<file path="config.mk">
export PLATFORM = sky130hd
export DESIGN_NAME = psnd_queue
export DESIGN_NICKNAME = d
export VERILOG_FILES = /design/src/design/psnd_pkg.sv /design/src/design/psnd_queue.sv
export SDC_FILE = /design/constraint.sdc
export NUM_CORES = 1
export LEC_CHECK = 0
export BUFFER_PORTS_ARGS = -buffer_cell sky130_fd_sc_hd__clkbuf_2
export CORE_UTILIZATION = 40
export CTS_BUF_LIST = sky130_fd_sc_hd__clkbuf_4 sky130_fd_sc_hd__clkbuf_8
export DETAILED_ROUTE_END_ITERATION = 10
export PLACE_DENSITY = 0.7
export SYNTH_ARGS = -nofsm -noshare
export SYNTH_HDL_FRONTEND = slang
export SYNTH_SLANG_ARGS = --single-unit
</file>
<file path="constraint.sdc">
create_clock -name clk -period 10.7 [get_ports clk]
set_input_delay 1.07 -clock clk [delete_from_list [all_inputs] [get_ports clk]]
set_output_delay 1.07 -clock clk [all_outputs]
set_load 0.005 [all_outputs]
</file>
<file path="src/design/psnd_pkg.sv">
// Shared types and sizes for the point to segment nearest distance block.
// Used by every module of the block; depends on nothing.
`default_nettype none
package psnd_pkg;

  localparam int CW   = 32;          // coordinate width, signed fixed point
  localparam int DW   = CW + 1;      // coordinate difference width
  localparam int PW   = 2 * DW;      // product of two differences
  localparam int NW   = PW + 1;      // dot product sums
  localparam int REMW = NW + 1;      // divider remainder
  localparam int TB   = CW + 2;      // fraction bits of the projection parameter
  localparam int TW   = TB + 1;      // projection parameter, 0 .. 1 inclusive
  localparam int MW   = TW + DW;     // parameter times a difference
  localparam int RW   = DW + 2;      // residual from the query point
  localparam int RS   = DW + 1;      // square root steps, two radicand bits each
  localparam int SQW  = 2 * RS;      // radicand, padded to an even width
  localparam int DSW  = CW + 1;      // distance field width
  localparam int QD   = 4;           // queue depth
  localparam int QAW  = $clog2(QD);

  typedef enum logic [1:0] {
    CLS_ZERO,   // projection at or before the start, or coinciding end points
    CLS_ONE,    // projection at or past the end
    CLS_DIV     // projection inside, parameter from the divider
  } cls_t;

  typedef struct packed {
    logic signed [CW-1:0] sx;
    logic signed [CW-1:0] sy;
    logic signed [DW-1:0] dx;
    logic signed [DW-1:0] dy;
    logic signed [DW-1:0] vx;
    logic signed [DW-1:0] vy;
    cls_t                 cls;
    logic                 degen;
  } div_side_t;

  typedef struct packed {
    div_side_t         side;
    logic [REMW-1:0]   rem;
    logic [NW-1:0]     den;
  } q_entry_t;

  typedef struct packed {
    logic full;
    logic empty;
  } q_stat_t;

  typedef struct packed {
    logic signed [CW-1:0] nx;
    logic signed [CW-1:0] ny;
    logic                 degen;
  } root_side_t;

endpackage
`default_nettype wire

</file>
<file path="src/design/psnd_queue.sv">
// Short queue between the front and back parts of the block.
// Depends on psnd_pkg.
`default_nettype none
module psnd_queue (
  input  wire logic               clk,
  input  wire logic               rst,
  input  wire logic               push,
  input  wire psnd_pkg::q_entry_t entry,
  input  wire logic               pop,
  output psnd_pkg::q_entry_t      head,
  output psnd_pkg::q_stat_t       q_stat
);

  psnd_pkg::q_entry_t slots [psnd_pkg::QD];
  logic [psnd_pkg::QAW-1:0] wr_ptr, rd_ptr;
  logic [psnd_pkg::QAW:0]   count;

  assign q_stat.full  = count == (psnd_pkg::QAW+1)'(psnd_pkg::QD);
  assign q_stat.empty = count == '0;
  assign head         = slots[rd_ptr];

  always_ff @(posedge clk) begin
    if (rst) begin
      wr_ptr <= '0;
      rd_ptr <= '0;
      count  <= '0;
    end else begin
      if (push) wr_ptr <= wr_ptr + 1'b1;
      if (pop)  rd_ptr <= rd_ptr + 1'b1;
      count <= count + (psnd_pkg::QAW+1)'(push) - (psnd_pkg::QAW+1)'(pop);
    end
  end

  always_ff @(posedge clk) begin
    if (push) slots[wr_ptr] <= entry;
  end

  a_no_overflow: assert property (@(posedge clk) disable iff (rst)
    !(push && q_stat.full)) else $error("queue written while full");
  a_no_underflow: assert property (@(posedge clk) disable iff (rst)
    !(pop && q_stat.empty)) else $error("queue read while empty");
  a_count_range: assert property (@(posedge clk) disable iff (rst)
    count <= (psnd_pkg::QAW+1)'(psnd_pkg::QD)) else $error("queue count out of range");
  a_ptr_gap: assert property (@(posedge clk) disable iff (rst)
    (wr_ptr == rd_ptr) |-> (q_stat.full || q_stat.empty))
    else $error("queue pointers disagree with count");

endmodule
`default_nettype wire

</file>
Yosys cells after proc, flatten, opt, wreduce, memory -nomap -nowiden
Memory sizes are Yosys's and may differ from the RTL's. A register that Yosys moved wholly into a read port is not among the register bits. Index checks and enable logic that the tools add are counted.

Bits in registers: 7. Bits in writable memories: 1336. Output and inout bits: 336. Logic and storage cells: 14. Memories kept: 1.

Memories: slots (depth 4, width 334, rd ports 1, clocked after Yosys merged registers in 1, write ports 1, RTL line psnd_queue.sv:14) `psnd_pkg::q_entry_t slots [psnd_pkg::QD];`.

Add/subtract/negate cells: 4. Equality and inequality tests: 1. Muxes and demuxes: 4. Reduce and logical (&&, ||, !) cells: 1.

Operators with widths (count): adder 2 x 1 -> 2 bit, second input constant (2); two-way mux 2 bit (2); adder 3 x 1 -> 3 bit (1); == test 3 bit, second input constant (1); logical NOT 3 bit (1); subtractor 3 x 1 -> 3 bit (1); two-way mux 1 bit (2).

Logic depth before layout (Yosys ltp)
Gate-level depths: netlist of run 1.

Depth after elaboration: 3. Mapped depth: 7. Depth with buffers taken out: 7.

Least setup slack after synthesis of run 1
OpenSTA, ideal clock, no wires.

Path kind: input port to flip-flop. From: input push. To: memory slots[0][0] (netlist bit), enable pin. Library setup time: 0.737 ns. Data arrival time: 8.594 ns. Slack: 1.368 ns. Cell stages on the path: 1. Buffers on the path: 0. Path through: and2_1.

Cells in the longest elaborated chain, start to end: 2.

Ends and longest elaborated chain: start: declaration (RTL line psnd_queue.sv:7) `input wire logic push,`; two-way mux 1 bit (RTL line psnd_queue.sv:35) `if (push) slots[wr_ptr] <= entry;`; two-way mux 1 bit (implied by the code) (RTL line psnd_queue.sv:35); end: declaration (RTL line psnd_queue.sv:14).

Every way passes these cells.

==> reports/metrics.cfg, run 1 <==
[floorplan]
io-pin-count = 674
die-area_mm2 = 0.123
dieWidth_um = 351
fp-row-count = 127
initial_core_util = 0.404
fp.dieH_um = 351
coreArea_mm2 = 0.120

[layout]
drive_gt1_frac = 0.484
fillers = 9611
syn2layout_area_growth_pct = 18.9
nets = 2958
fin_cells = 4395
regArea_mm2 = 0.0403
multi_input_area_mm2 = 0.00777
stdcell_area_mm2 = 0.0578
fin_util = 0.481

[sta]
finalCritPeriodShare = 0.472
post-route-min-period_ns = 5.05
finalHoldViolCount = 0
final_max_slew_viol_count = 0
setup_ws_ns = 5.65
max_freq_mhz = 198
holdWs_ns = 0.412
setup_viol = 0
worst_slew_pin_slew_ns = 1.13
finalSetupTns_ns = 0
clock_skew_ns = 0.0310
rsz0062_at_grt = no
slew_headroom = 0.247

[power_and_ir_drop]
p_leak_nw = 19.4
p_sw_frac = 0.220
seq_power_share = 0.545
switchingPower_mw = 2.47
intPower_mw = 8.77
power_density_mw_per_mm2 = 194
vdd_drop_max_uv = 150
clockPowerShare = 0.366
p_total_mw = 11.2
p_comb_frac = 0.089

[route]
num_vias = 22000
drt_iter0_drc = 1526
antenna_left = 0
dr.pass1.iters = 4
drt_wl_total_mm = 99.1
vias_per_cell = 5.01
route.detailed.drc = 0
wl_per_cell_um = 22.5

[placement]
dpl.cell_count = 4018
dp_hpwl_mm = 61.9
gp_congestion = 0.768
placed_cell_area_mm2 = 0.0538
port-buffer-count = 673
dp_slack_ns = 6.43

[worst_hold_path]
min_from = entry[30]
hold_end = slots[3][30]$_DFFE_PP_
min_path_cells = 1
hp-class = in2reg

[cts]
cts.clk_slew.worst_paths_ns = 0.06
cts_made_buffers = 205
cts_hold_buf = 0
h-tree-depth = 4
cts_resized = 0
tritoncts = built
clockRootBuffer = clkbuf_8
cts.sinks = 1345
cts_buffer_depth = 3
postCtsSetupBuffers = 0
clk_latency_ns = 0.86

[synthesis]
avgSynthCellArea_um2 = 27.2
synthCells = 1786
synth_nets = 2131
synth.most_common_cell = edfxtp_1
synth_fa_ha_area_frac = 0.00196
synth_compound_area_frac = 0.000309
synthMuxAreaShare = 0.155
synthTopCellsByCount = edfxtp_1, mux4_2, buf_2
ys_seq_area_frac = 0.829
synth_area_mm2 = 0.0486
synth_enable_flop_cells = 1336
synth-seq-cells = 1345
synth.distinct_cells = 20
yosysTopAreaCell = edfxtp_1
ys_warn_count = 0
synth_top_cell_area_share = 0.825
synth_async_sr_flop_share = 0
synth_xor_area_frac = 0.000849
synthFlopType = edfxtp_1
yosys.area_share.simple = 0.00154
synth_top_family_by_area = multiplexers
synth_area_leaders = edfxtp_1, mux4_2, buf_6

[critical_path]
crit_type = reg2out
r2r_start = wr_ptr[0]$_SDFFE_PP0P_
worstPathArrival_ns = 3.98
path_max_fanout = 73
r2r_end = slots[3][137]$_DFFE_PP_
required_ns = 9.63
end_kind = primary output
startpoint_type = register
r2r_slack_ns = 7.10
reg2reg_depth = 4

[flow_run]
maxCapViolations = 0

[grt]
grt_pass1_wl_mm = 144
track_usage = 0.157
grt_max_degree = 141
grt_pass1_vias = 23500
antenna_found_initial = 19
overflow = 0

[run_status]
outcome = finished, final reports clean

## final cells by class
type | count | area share
antenna | 13 | 0.000563
tap | 1612 | 0.0349
inverter | 6 | 0.000390
timing repair buffer | 694 | 0.0629
multi-input combinational | 361 | 0.134
sequential | 1345 | 0.697
clock buffer | 267 | 0.0575
clock inverter | 97 | 0.0120
## registers in the layout, indices dropped and copies added (netlist names), named ones only
name    count
wr_ptr      2
slots    1336
rd_ptr      2
count       3
## worst max-delay path by stage
| stage | from | to | slack, ns | depth (start not counted) |
|---|---|---|---|---|
| detailed placement | push | slots[3][137]$_DFFE_PP_ | 6.43 | 4 |
| finish | register | head[165] | 5.65 | 4 |
| global placement | push | slots[3][134]$_DFFE_PP_ | 6.49 | 4 |
| CTS | register | head[165] | 5.51 | 4 |
| floorplan | push | slots[0][0]$_DFFE_PP_ | 1.37 | 1 |
| global route | register | head[117] | 5.37 | 4 |
## cell usage in the layout (no fill, tap or decap), types with 2 or more instances in the layout
cell type	count
and2_4	4
buf_12	9
buf_4	12
bufinv_16	9
clkbuf_2	673
clkbuf_4	56
clkbuf_8	211
clkinv_1	57
clkinv_2	19
clkinvlp_4	5
dfxtp_1	7
dfxtp_4	2
diode_2	13
edfxtp_1	1336
ha_1	6
inv_1	6
inv_6	2
inv_8	3
mux4_2	334
nor2_1	5
nor2b_1	2
xnor2_1	2
## cells by family after synthesis
| kind of cell | Yosys count |
|---|---|
| and+or+nand+nor | 14 |
| xor gates and xnor gates | 3 |
| AOI/OAI and AO/OA | 2 |
| DFF | 1345 |
| buffers and inverters | 80 |
| adders and majority gates | 7 |
| muxes | 335 |
## power by group through the flow
stage | clock [mW] | combinational, mW | sequential (mW)
floorplan | 0 | 0.556 | 6.29
global placement | 0 | 0.997 | 6.21
detailed placement | 0 | 1.02 | 6.24
CTS | 4.22 | 1.02 | 6.13
global route | 4.43 | 1.08 | 6.14
finish | 4.11 | 0.999 | 6.13
## critical path: stages (launching register included)
cell	delay [ns]
dfxtp_4	0.58
buf_4	0.83
buf_4	0.95
mux4_2	0.47
clkbuf_2	0.14
## routing by layer
layer	vias to the layer above	track usage	share of wire
met2	863	0.260	0.51
met3	179	0.0678	0.099
li1	9510	-	-
met4	20	0.0614	0.026
met5	-	0	0.0015
met1	11400	0.180	0.36
No activity file was read; power rests on OpenSTA's default activity.
==> run 2, diff against run 1 <==
Clock period 10.7 ns to 4.9 ns, I/O delays scaled along.
==> run 2 against run 1 <==
  * Register-to-register slack worse by 4.6 ns
  * Flip-flop and latch count did not move
  * Core utilization increased by 3.2 points
  * Via count increased by 9.2%
  * Non-clock buffer count rose by 390
  * Sequential share of layout area decreased by 4.4 points
  * First-iteration DRC count increased by 27%
  * Sequential power is 120% higher
  * Total power up 120%
==> reports/metrics.cfg, run 2 (synthesis results as in run 1) <==
[grt]
grt_pass1_vias = 26100  ; +11%
overflow = 0  ; unchanged
track_usage = 0.171  ; +0.0138
grt_pass1_wl_mm = 157  ; +9.2%
antenna_found_initial = 12  ; -7
grt_max_degree = 105  ; -26%

[sta]
slew_headroom = 0.269  ; +0.0222
worst_slew_pin_slew_ns = 1.10  ; -0.0333 ns
final_max_slew_viol_count = 0  ; unchanged
post-route-min-period_ns = 3.69
finalSetupTns_ns = 0  ; unchanged
rsz0062_at_grt = no
max_freq_mhz = 271
setup_viol = 0  ; unchanged
finalHoldViolCount = 0  ; unchanged
holdWs_ns = 0.297  ; -0.115 ns
finalCritPeriodShare = 0.752
clock_skew_ns = 0.0284  ; -0.00259 ns

[power_and_ir_drop]
p_sw_frac = 0.228  ; +0.00849
p_leak_nw = 21.1  ; +8.9%
clockPowerShare = 0.360  ; -0.006
seq_power_share = 0.539  ; -0.006
p_comb_frac = 0.101  ; +0.012
switchingPower_mw = 5.66  ; +130%
intPower_mw = 19.2  ; +120%
vdd_drop_max_uv = 299  ; +99%
power_density_mw_per_mm2 = 402  ; +110%

[cts]
cts.sinks = 1345  ; unchanged
cts_buffer_depth = 3  ; unchanged
h-tree-depth = 4  ; unchanged
cts.clk_slew.worst_paths_ns = 0.06  ; about the same
clk_latency_ns = 0.96  ; +0.10 ns
cts_resized = 0  ; unchanged
tritoncts = built
cts_made_buffers = 203  ; -0.98%
clockRootBuffer = clkbuf_8

[floorplan]
fp-row-count = 127  ; unchanged
io-pin-count = 674  ; unchanged
initial_core_util = 0.404  ; unchanged
die-area_mm2 = 0.123  ; unchanged
dieWidth_um = 351  ; unchanged
coreArea_mm2 = 0.120  ; unchanged
fp.dieH_um = 351  ; unchanged

[placement]
gp_congestion = 0.807  ; +5.0%
placed_cell_area_mm2 = 0.0543  ; +1.0%
dp_hpwl_mm = 66.7  ; +7.8%
port-buffer-count = 673  ; unchanged
dpl.cell_count = 4071  ; +1.3%

[layout]
largest_register_ffs = 1336  ; unchanged
stdcell_area_mm2 = 0.0617  ; +6.7%
reg_top3 = slots (1336), count (3)
fin_cells = 4793  ; +9.1%
drive_gt1_frac = 0.443  ; -0.0413
layout_commonest_cell = edfxtp_1
mostFrequentLayoutCells = edfxtp_1, clkbuf_2, dlygate4sd3_1
top_register = slots
syn2layout_area_growth_pct = 26.9
nets = 3346  ; +13%

[critical_path]
end_kind = primary output
required_ns = 4.41  ; -5.22 ns
startpoint_type = register
worstPathArrival_ns = 3.20  ; -0.78 ns
crit_type = reg2out
path_max_fanout = 36  ; -51%

[route]
antenna_left = 0  ; unchanged
vias_per_cell = 5.02  ; +0.16%
num_vias = 24100  ; +9.2%
wl_per_cell_um = 22.4  ; -0.70%
drt_iter0_drc = 1937  ; +27%
drt_wl_total_mm = 107  ; +8.3%
dr.pass1.iters = 5  ; +1
route.detailed.drc = 0  ; unchanged

[worst_hold_path]
hp-class = in2reg

[run_status]
outcome = finished, final reports clean

[flow_run]
maxCapViolations = 0  ; unchanged

[run 2: changes by cell type in the layout (fill, tap and decap cells not counted), moves of 6 or more]
cell and delta:
clkbuf_8 -6, clkbuf_4 +7, dlygate4sd3_1 +337, clkinv_2 +6, buf_12 +12, buf_4 +41
[run 2: worst paths after layout]
check	to	slack [ns]	cells after the start	startpoint
worst max-delay path	head[263]	1.21	4	register
worst min-delay path	slots[0][142]$_DFFE_PP_	0.30	2	entry[142]
worst max register to register	slots[3][313]$_DFFE_PP_	2.45	3	wr_ptr[0]$_SDFFE_PP0P_
worst min register to register	register	0.55	2	rd_ptr[0]$_SDFFE_PP0P_
[run 2: cell type report]
class / instances / area [µm²]
fill: 9195 / 58600
inverter: 6 / 22.5
multi-input combinational: 361 / 7770
timing repair buffer: 1084 / 7560
tap: 1612 / 2020
antenna: 13 / 32.5
clock buffer: 268 / 3290
sequential: 1345 / 40300
clock inverter: 104 / 682
[run 2: repair_timing]
action	4_1_cts	5_1_grt
buffers inserted	0	0
endpoints found under the hold margin	1345	0
hold buffers	337	0
[run 2: critical path, cell delays in order, from the launching register on]
cell	delay, ns
dfxtp_4	0.70
buf_12	0.30
buf_12	0.33
mux4_2	0.59
clkbuf_2	0.14
[run 2: per-stage QoR]
step	setup WS (ns)	util	power (mW)
after floorplan	1.59	-	14.8
after detailed placement	2.15	0.451	15.9
after global routing	0.931	0.513	25.7
final	1.21	0.513	24.8
after CTS	1.04	0.513	25.0
after global placement	2.16	0.451	15.8
[run 2: layer usage]
layer / wire, µm / track usage
met5: 14 / 0
met3: 9200 / 0.0559
met2: 55900 / 0.292
met1: 39100 / 0.199
met4: 3070 / 0.0681
[run 2: power groups by stage]
stage          combinational [mW]  clock (mW)  sequential [mW]
4_1_cts                      2.54        9.10             13.4
6_report                     2.51        8.92             13.4
3_5_place_dp                 2.29           0             13.6
2_1_floorplan                1.22           0             13.6
3_3_place_gp                 2.24           0             13.6
5_1_grt                      2.69        9.60             13.4
==> run 3, diff against run 2 <==
Clock period 4.9 ns to 3.58 ns, I/O delays scaled along.
==> run 3 against run 2 <==
  * Routed wire length up 1.8%
  * Sequential power grew 37%
  * Register-to-register slack got worse by 1.1 ns
  * Critical path type unchanged
  * Critical endpoint is now head[270]
==> reports/metrics.cfg, run 3 (synthesis results as in run 1) <==
[sta]
setup_viol = 0  ; unchanged
slew_headroom = 0.371  ; +0.102
finalCritPeriodShare = 0.932
finalSetupTns_ns = 0  ; unchanged
finalHoldViolCount = 0  ; unchanged
clock_skew_ns = 0.0321  ; +0.00374 ns
post-route-min-period_ns = 3.34
worst_slew_pin_slew_ns = 0.943  ; -0.153 ns
max_freq_mhz = 300
rsz0062_at_grt = no
final_max_slew_viol_count = 0  ; unchanged

[worst_hold_path]
hp-class = in2reg

[cts]
cts_made_buffers = 209  ; +3.0%
postCtsSetupBuffers = 0  ; unchanged
cts.clk_slew.worst_paths_ns = 0.06  ; about the same
cts_buffer_depth = 3  ; unchanged
clk_latency_ns = 0.89  ; -0.07 ns
h-tree-depth = 4  ; unchanged
tritoncts = built
clockRootBuffer = clkbuf_8
cts.sinks = 1345  ; unchanged

[floorplan]
dieWidth_um = 351  ; unchanged
die-area_mm2 = 0.123  ; unchanged
fp-row-count = 127  ; unchanged
coreArea_mm2 = 0.120  ; unchanged
fp.dieH_um = 351  ; unchanged
io-pin-count = 674  ; unchanged
initial_core_util = 0.404  ; unchanged

[placement]
port-buffer-count = 673  ; unchanged
placed_cell_area_mm2 = 0.0545  ; +0.46%
dp_hpwl_mm = 70.3  ; +5.5%
gp_congestion = 0.793  ; -1.7%

[layout]
layout_commonest_cell = edfxtp_1
drive_gt1_frac = 0.448  ; +0.00443
largest_register_ffs = 1336  ; unchanged
syn2layout_area_growth_pct = 27.7
reg_top3 = slots (1336), count (3)
top_register = slots
mostFrequentLayoutCells = edfxtp_1, clkbuf_2, dlygate4sd3_1
stdcell_area_mm2 = 0.0621  ; +0.64%
fillers = 9148  ; -0.51%
nets = 3371  ; +0.75%

[route]
drt_wl_total_mm = 109  ; +1.8%
vias_per_cell = 4.99  ; -0.48%
dr.pass1.iters = 7  ; +2
wl_per_cell_um = 22.7  ; +1.3%
drt_iter0_drc = 1848  ; -4.6%
route.detailed.drc = 0  ; unchanged
antenna_left = 0  ; unchanged
num_vias = 24100  ; +0.062%

[grt]
grt_pass1_vias = 26500  ; +1.4%
use_met2 = 0.300  ; +0.00742
gr-usage-met3 = 0.0571  ; +0.00122
antenna_found_initial = 11  ; -1
track_usage = 0.175  ; +0.00432
grt_pass1_wl_mm = 160  ; +1.7%
grt_max_degree = 102  ; -2.9%
met1_usage = 0.202  ; +0.00290
grt-busiest-layer = met2
overflow = 0  ; unchanged

[power_and_ir_drop]
clockPowerShare = 0.365  ; +0.005
p_leak_nw = 21.3  ; +0.87%
seq_power_share = 0.534  ; -0.005
p_sw_frac = 0.227  ; -0.00118
vdd_drop_max_uv = 400  ; +34%
power_density_mw_per_mm2 = 552  ; +37%
p_comb_frac = 0.101  ; about the same
intPower_mw = 26.5  ; +38%
switchingPower_mw = 7.78  ; +38%

[critical_path]
startpoint_type = register
crit_type = reg2out
required_ns = 3.22  ; -1.19 ns
end_kind = primary output
path_max_fanout = 56  ; +56%
worstPathArrival_ns = 2.98  ; -0.22 ns

[run_status]
outcome = finished, final reports clean

[flow_run]
maxCapViolations = 0  ; unchanged

## run 3: through the flow
stage          power, mW  hold slack (ns)  instances  setup WS [ns]   util
6_report            34.3            0.234       4819          0.243  0.516
4_1_cts             34.6           0.0993       4809        0.00723  0.516
3_3_place_gp        21.7            0.530       4089           1.08  0.453
5_1_grt             35.5            0.141       4819         0.0290  0.516
3_5_place_dp        21.8            0.521       4089           1.06  0.453
2_1_floorplan       20.3            0.430       1786          0.269      -
## run 3: cell type report
cell class	instances	area, µm²	area share
Antenna cell	10	25.0	0.000403
Clock buffer	265	3310	0.0533
Clock inverter	117	806	0.0130
Inverter	6	22.5	0.000363
Multi-Input combinational cell	361	7770	0.125
Sequential cell	1345	40300	0.649
Tap cell	1612	2020	0.0325
Timing Repair Buffer	1103	7820	0.126
## run 3: routing by layer
metal / vias to the layer above / routed length, µm
met4: 0 / 3400
li1: 10300 / -
met1: 12500 / 40200
met2: 1040 / 56800
met5: - / 0
met3: 199 / 8930
## run 3: what timing repair did
action,in CTS,in global routing
endpoints found under the setup margin,0,1
resized for setup,0,1
hold endpoints to repair,1354,0
hold buffers,338,0
## run 3: power groups by stage
stage / combinational, mW / clock, mW / sequential [mW]
6_report: 3.48 / 12.5 / 18.3
5_1_grt: 3.73 / 13.4 / 18.4
4_1_cts: 3.53 / 12.8 / 18.3
3_5_place_dp: 3.19 / 0 / 18.6
3_3_place_gp: 3.11 / 0 / 18.6
2_1_floorplan: 1.67 / 0 / 18.6
## run 3: final timing paths
check | start | endpoint | slack [ns] | depth (start not counted)
setup / recovery | register | head[270] | 0.24 | 3
hold / removal | entry[228] | slots[3][228]$_DFFE_PP_ | 0.23 | 2
setup reg to reg | wr_ptr[0]$_SDFFE_PP0P_ | slots[2][117]$_DFFE_PP_ | 1.37 | 4
hold reg to reg | rd_ptr[0]$_SDFFE_PP0P_ | register | 0.52 | 2
## run 3: critical path, stage by stage (launching register included)
cell	delay (ns)
dfxtp_4	0.74
buf_12	0.42
mux4_2	0.62
clkbuf_2	0.14
